$ cat src/rtl/vector3_alu_defines.svh
// ----------------------------------------------------------------------------
// vector3_alu_defines
// assertion macros shared by the vector unit rtl
// ----------------------------------------------------------------------------
`ifndef VECTOR3_ALU_DEFINES_SVH
`define VECTOR3_ALU_DEFINES_SVH

// same-cycle implication, sampled on clk, off while rst_n is low
`define V3A_ASSERT_IMP(name, ante, cons) \
  name: assert property (@(posedge clk) disable iff (!rst_n) (ante) |-> (cons)) \
    else $error("vector3_alu: check failed");

// next-cycle implication, sampled on clk, off while rst_n is low
`define V3A_ASSERT_NXT(name, ante, cons) \
  name: assert property (@(posedge clk) disable iff (!rst_n) (ante) |=> (cons)) \
    else $error("vector3_alu: check failed");

`endif

$ cat src/rtl/v3a_pkg.sv
// ----------------------------------------------------------------------------
// v3a_pkg
// operation codes shared by the vector unit modules
// ----------------------------------------------------------------------------
package v3a_pkg;

  typedef enum logic [3:0] {
    OP_ADD   = 4'd0,
    OP_SUB   = 4'd1,
    OP_NEG   = 4'd2,
    OP_SCALE = 4'd3,
    OP_DIV   = 4'd4,
    OP_DOT   = 4'd5,
    OP_CROSS = 4'd6,
    OP_MAG2  = 4'd7,
    OP_MAG   = 4'd8,
    OP_NORM  = 4'd9,
    OP_COMP  = 4'd10
  } v3a_op_t;

endpackage

$ cat src/rtl/v3a_merge.sv
// ----------------------------------------------------------------------------
// v3a_merge
// combines the lane products: dot, squared magnitude and sum of squares
// ----------------------------------------------------------------------------
module v3a_merge #(
  parameter int W = 32,
  parameter int F = 16
) (
  input  logic                     clk,
  input  logic                     en,
  input  v3a_pkg::v3a_op_t         op_i,
  input  logic signed [W-1:0]      f_i,
  input  logic [2:0][2*W-1:0]      ab_i,
  input  logic [2:0][2*W-1:0]      aa_i,
  output logic signed [W-1:0]      s_b_o,
  output v3a_pkg::v3a_op_t         op_d_o,
  output logic signed [W-1:0]      f_d_o,
  output logic signed [W-1:0]      s_d_o,
  output logic                     sat_d_o,
  output logic [2*W-1:0]           sq_d_o
);
  import v3a_pkg::*;

  localparam int XW = 2*W+3;
  localparam logic signed [XW-1:0] HI = {{(XW-W+1){1'b0}}, {(W-1){1'b1}}};
  localparam logic signed [XW-1:0] LO = {{(XW-W+1){1'b1}}, {(W-1){1'b0}}};

  function automatic logic [W:0] clamp(input logic signed [XW-1:0] x);
    if (x > HI) begin
      clamp = {1'b1, HI[W-1:0]};
    end else if (x < LO) begin
      clamp = {1'b1, LO[W-1:0]};
    end else begin
      clamp = {1'b0, x[W-1:0]};
    end
  endfunction

  v3a_op_t              op_a_r, op_b_r, op_c_r, op_d_r;
  logic signed [W-1:0]  f_a_r, f_b_r, f_c_r, f_d_r;
  logic signed [W-1:0]  s_b_r, s_c_r, s_d_r;
  logic                 sat_b_r, sat_c_r, sat_d_r;
  logic [2*W-1:0]       sq_b_r, sq_c_r, sq_d_r;

  logic signed [2*W+1:0] dot, mag;
  logic [2*W-1:0]        sq_nxt;
  logic [W:0]            cl;

  // exact sums, floor applied once by the arithmetic shift
  assign dot = $signed(ab_i[0]) + $signed(ab_i[1]) + $signed(ab_i[2]);
  assign mag = $signed(aa_i[0]) + $signed(aa_i[1]) + $signed(aa_i[2]);
  assign sq_nxt = aa_i[0] + aa_i[1] + aa_i[2];

  always_comb begin
    case (op_a_r)
      OP_DOT, OP_COMP: cl = clamp(dot >>> F);
      OP_MAG2:         cl = clamp(mag >>> F);
      default:         cl = '0;
    endcase
  end

  always_ff @(posedge clk) begin
    if (en) begin
      op_a_r  <= op_i;
      f_a_r   <= f_i;
      op_b_r  <= op_a_r;
      f_b_r   <= f_a_r;
      s_b_r   <= cl[W-1:0];
      sat_b_r <= cl[W];
      sq_b_r  <= sq_nxt;
      op_c_r  <= op_b_r;
      f_c_r   <= f_b_r;
      s_c_r   <= s_b_r;
      sat_c_r <= sat_b_r;
      sq_c_r  <= sq_b_r;
      op_d_r  <= op_c_r;
      f_d_r   <= f_c_r;
      s_d_r   <= s_c_r;
      sat_d_r <= sat_c_r;
      sq_d_r  <= sq_c_r;
    end
  end

  assign s_b_o   = s_b_r;
  assign op_d_o  = op_d_r;
  assign f_d_o   = f_d_r;
  assign s_d_o   = s_d_r;
  assign sat_d_o = sat_d_r;
  assign sq_d_o  = sq_d_r;

endmodule

$ cat config.mk
export PLATFORM = sky130hd
export DESIGN_NAME = v3a_merge
export DESIGN_NICKNAME = d
export VERILOG_FILES = /design/src/rtl/vector3_alu_defines.svh /design/src/rtl/v3a_pkg.sv /design/src/rtl/v3a_merge.sv
export SDC_FILE = /design/constraint.sdc
export NUM_CORES = 1
export LEC_CHECK = 0
export BUFFER_PORTS_ARGS = -buffer_cell sky130_fd_sc_hd__buf_2
export CAP_MARGIN = 5
export CORE_AREA = 2 2 240 242
export CTS_BUF_LIST = sky130_fd_sc_hd__clkbuf_4 sky130_fd_sc_hd__clkbuf_8
export DETAILED_ROUTE_END_ITERATION = 16
export DIE_AREA = 0 0 242 244
export PLACE_DENSITY_LB_ADDON = 0.05
export SLEW_MARGIN = 20
export SYNTH_ARGS = -nofsm -noshare
export SYNTH_HDL_FRONTEND = slang
export SYNTH_SLANG_ARGS = --single-unit
$ cat constraint.sdc
create_clock -name clk -period 7 [get_ports clk]
set_input_delay 1.05 -clock clk [delete_from_list [all_inputs] [get_ports clk]]
set_output_delay 1.05 -clock clk [all_outputs]
set_load 0.005 [all_outputs]
==> metrics <==
RSZ-0062 raised after global routing false; Seq cells post-synth 435; first-pass GRT wire length 110000 um; IO Count 587; post-route cell area 30200 um2; share of layout cells above drive strength 1 27.0%; Worst Skew 0.0253 ns; FILL cells 4975; critical path launch point type primary input; CTS tree done; largest net degree at the start of global routing between 150 and 200; EDFF count, synth 435; Worst slew margin 32.5%; setup violators final 0; final wirelength 74100 um; Synth async-reset ratio 0%; post-CTS setup buffer count 0; ys flop type edfxtp_1; Initial Util 44.7%; synthesized instance count 2067; outcome finished clean; Post-CTS Resized 0; final hold vios 0; Max Cap Viol 0; Netlist cell types 90; mapped cell area 25100 um2; Post-DP Area between 20000 and 30000 um2; register area share after synthesis 52.0%; core footprint between 50000 and 60000 um2; Worst-path clk slew around 0.060 ns; clock latency at the later pin of the worst-skew pair roughly 0.65 ns; net count after synthesis approximately 2.7k; First-pass DRT Iterations 7; commonest non-fill, non-tap cells in the layout buf_2, edfxtp_1, a21oi_1; Sum Neg Setup Slack 0 ns; via count 19.0k; Pins Over Slew Limit 0; die area 59000 um2; Area Overhead vs Synth 20.3%; htree depth 3; cell row count 87; Detailed Route Iter0 Violations 1354; Nets 3327; CP Max Fanout 31; Root Buffer clkbuf_8; most common cell after layout, fill and taps aside buf_2; Hold Crit Start sq_c_r[52]; critical path startpoint aa_i[1]; I/O Buffers 586; drt via density between 5 and 6; Crit Path Class in2reg; CP endpoint kind flip-flop; period utilization 82.7%; Worst EP required 7.38 ns; cts hold-fix bufs 0; vias in the first global route 19.0k; Detail Route Antenna Nets 0; syn avg cell area about 12 um2; worst r2r src op_a_r[3]; fmax 173 MHz; LEAKAGE roughly 0.012 uW; DR WL/cell 21.4 um; Hold Crit Class reg2reg; GRT Util Overall 24.5%; Die X 242 um; final worst setup slack ~1.2 ns; total gr overflow 0; Least-Margin Pin Slew 0.986 ns; CTS buffer count 76; Die H 244 um; post-route minimum period a little under 6 ns; Total Power 8630 uW; hpwl dp 60200 um; Arr. time, crit path 6.17 ns; maximum vdd drop 0.151 mV; Power Density 286 nW/um2; fin cells between 3k and 4k; pre-CTS setup slack approximately 0.54 ns; Max Root-Sink Buffers 3; YS warnings 0; DRC violations left 0; initial antenna violation count 1; global placement routability congestion 0.946; Clock Sinks 435; DP Cell Count 3327
[worst max-delay path, cell delays in order]
cell and delay, ns:
buf_2 0.11, fa_1 0.48, ha_1 0.25, fa_1 0.42, a211oi_2 0.40, o21ai_1 0.26
a221oi_4 0.45, o211ai_1 0.17, a22oi_2 0.33, mux2_2 0.40, a211oi_1 0.26, nand4_1 0.17
or4_1 0.54, o21ai_1 0.23, o2bb2ai_2 0.09, buf_4 0.23, a221o_1 0.30
[registers in the layout, indices dropped and copies added, names as in the netlist]
signal	cells
f_c_r	32
s_b_o	32
f_a_r	32
s_c_r	32
op_c_r	4
s_d_o	32
op_a_r	4
sat_b_r	1
sq_c_r	64
f_b_r	32
f_d_o	32
sq_b_r	64
op_b_r	4
op_d_o	4
sat_c_r	1
sat_d_o	1
sq_d_o	64
[final timing paths]
path	cells after the start	slack [ns]	to
setup / recovery	17	1.21	s_b_o[4]
hold / removal	0	0.40	sq_d_o[52]
setup reg to reg	5	4.72	s_b_o[4]
hold reg to reg	0	0.40	sq_d_o[52]
[area by class of cell]
cell class	count	area, um2	share of cell area (%)
multi-input cells	1425	11200	37.1
diodes	1	2.50	0.00828
clock inverters	39	352	1.16
flip-flops and latches	435	13100	43.2
clock buffers	94	1180	3.91
well taps	756	946	3.13
inverters	120	450	1.49
repair buffers	591	3010	9.95
[cells in the mapped netlist (all sizes together), types with 6 or more instances]
master	n	area [um2]
o31ai	6	50.1
xnor2	62	551
a21boi	6	45.1
a21o	27	203
ha	128	1600
nand2b	12	75.1
a31oi	11	68.8
nor4	15	93.8
xor2	38	333
or3	10	62.6
nand3	25	125
mux2i	6	60.1
o221ai	7	61.3
buf	36	206
a22oi	8	65.1
a221o	34	340
edfxtp	435	13100
fa	128	2560
o21a	22	165
a21oi	187	940
o211ai	18	135
a211oi	11	87.6
and3	13	81.3
a221oi	8	87.6
o21bai	19	154
inv	120	450
or2	7	46.3
nand4	65	419
nor2	119	447
or4	7	56.3
o21ai	134	674
nor3	35	185
nand2	166	623
clkbuf	51	191
and2	9	56.3
[cells by family (layout without fill, tap and decap cells)]
group | Yosys count | after routing | share of synthesized area [%]
and+or+nand+nor | 509 | 509 | 9.86
other | 0 | 1 | 0
muxes | 9 | 9 | 0.374
AOI/OAI and AO/OA | 551 | 551 | 14.3
xor gates and xnor gates | 100 | 100 | 3.52
buffers and inverters | 207 | 844 | 3.38
DFF | 435 | 435 | 52.0
adders and majority gates | 256 | 256 | 16.6
[layer usage]
| metal | part of all wire, % | track usage [%] | wire length [um] | up-vias |
|---|---|---|---|---|
| li1 | - | - | - | 8922 |
| met1 | 41 | 31.3 | 30400 | 9281 |
| met2 | 51 | 43.0 | 38000 | 708 |
| met3 | 5.3 | 3.42 | 3900 | 94 |
| met4 | 2.5 | 8.42 | 1850 | 0 |
| met5 | 0 | 0 | 0 | - |
[where the power goes]
| part | total (uW) | switching [uW] | leakage [uW] | internal [uW] |
|---|---|---|---|---|
| registers | 3480 | 119 | 0.00430 | 3360 |
| logic | 2770 | 1760 | 0.00724 | 1010 |
| clock network | 2370 | 1040 | 0.000793 | 1340 |
| total | 8630 | 2910 | 0.0123 | 5710 |
[metrics by stage]
stage / utilization, % / hold WS, ns
final: 53.8 / 0.397
after global routing: 53.8 / 0.398
after CTS: 53.8 / 0.389
after detailed placement: 51.0 / 0.405
after global placement: 51.0 / 0.400
after floorplan: - / 0.400
No activity file was read; power rests on OpenSTA's default activity.
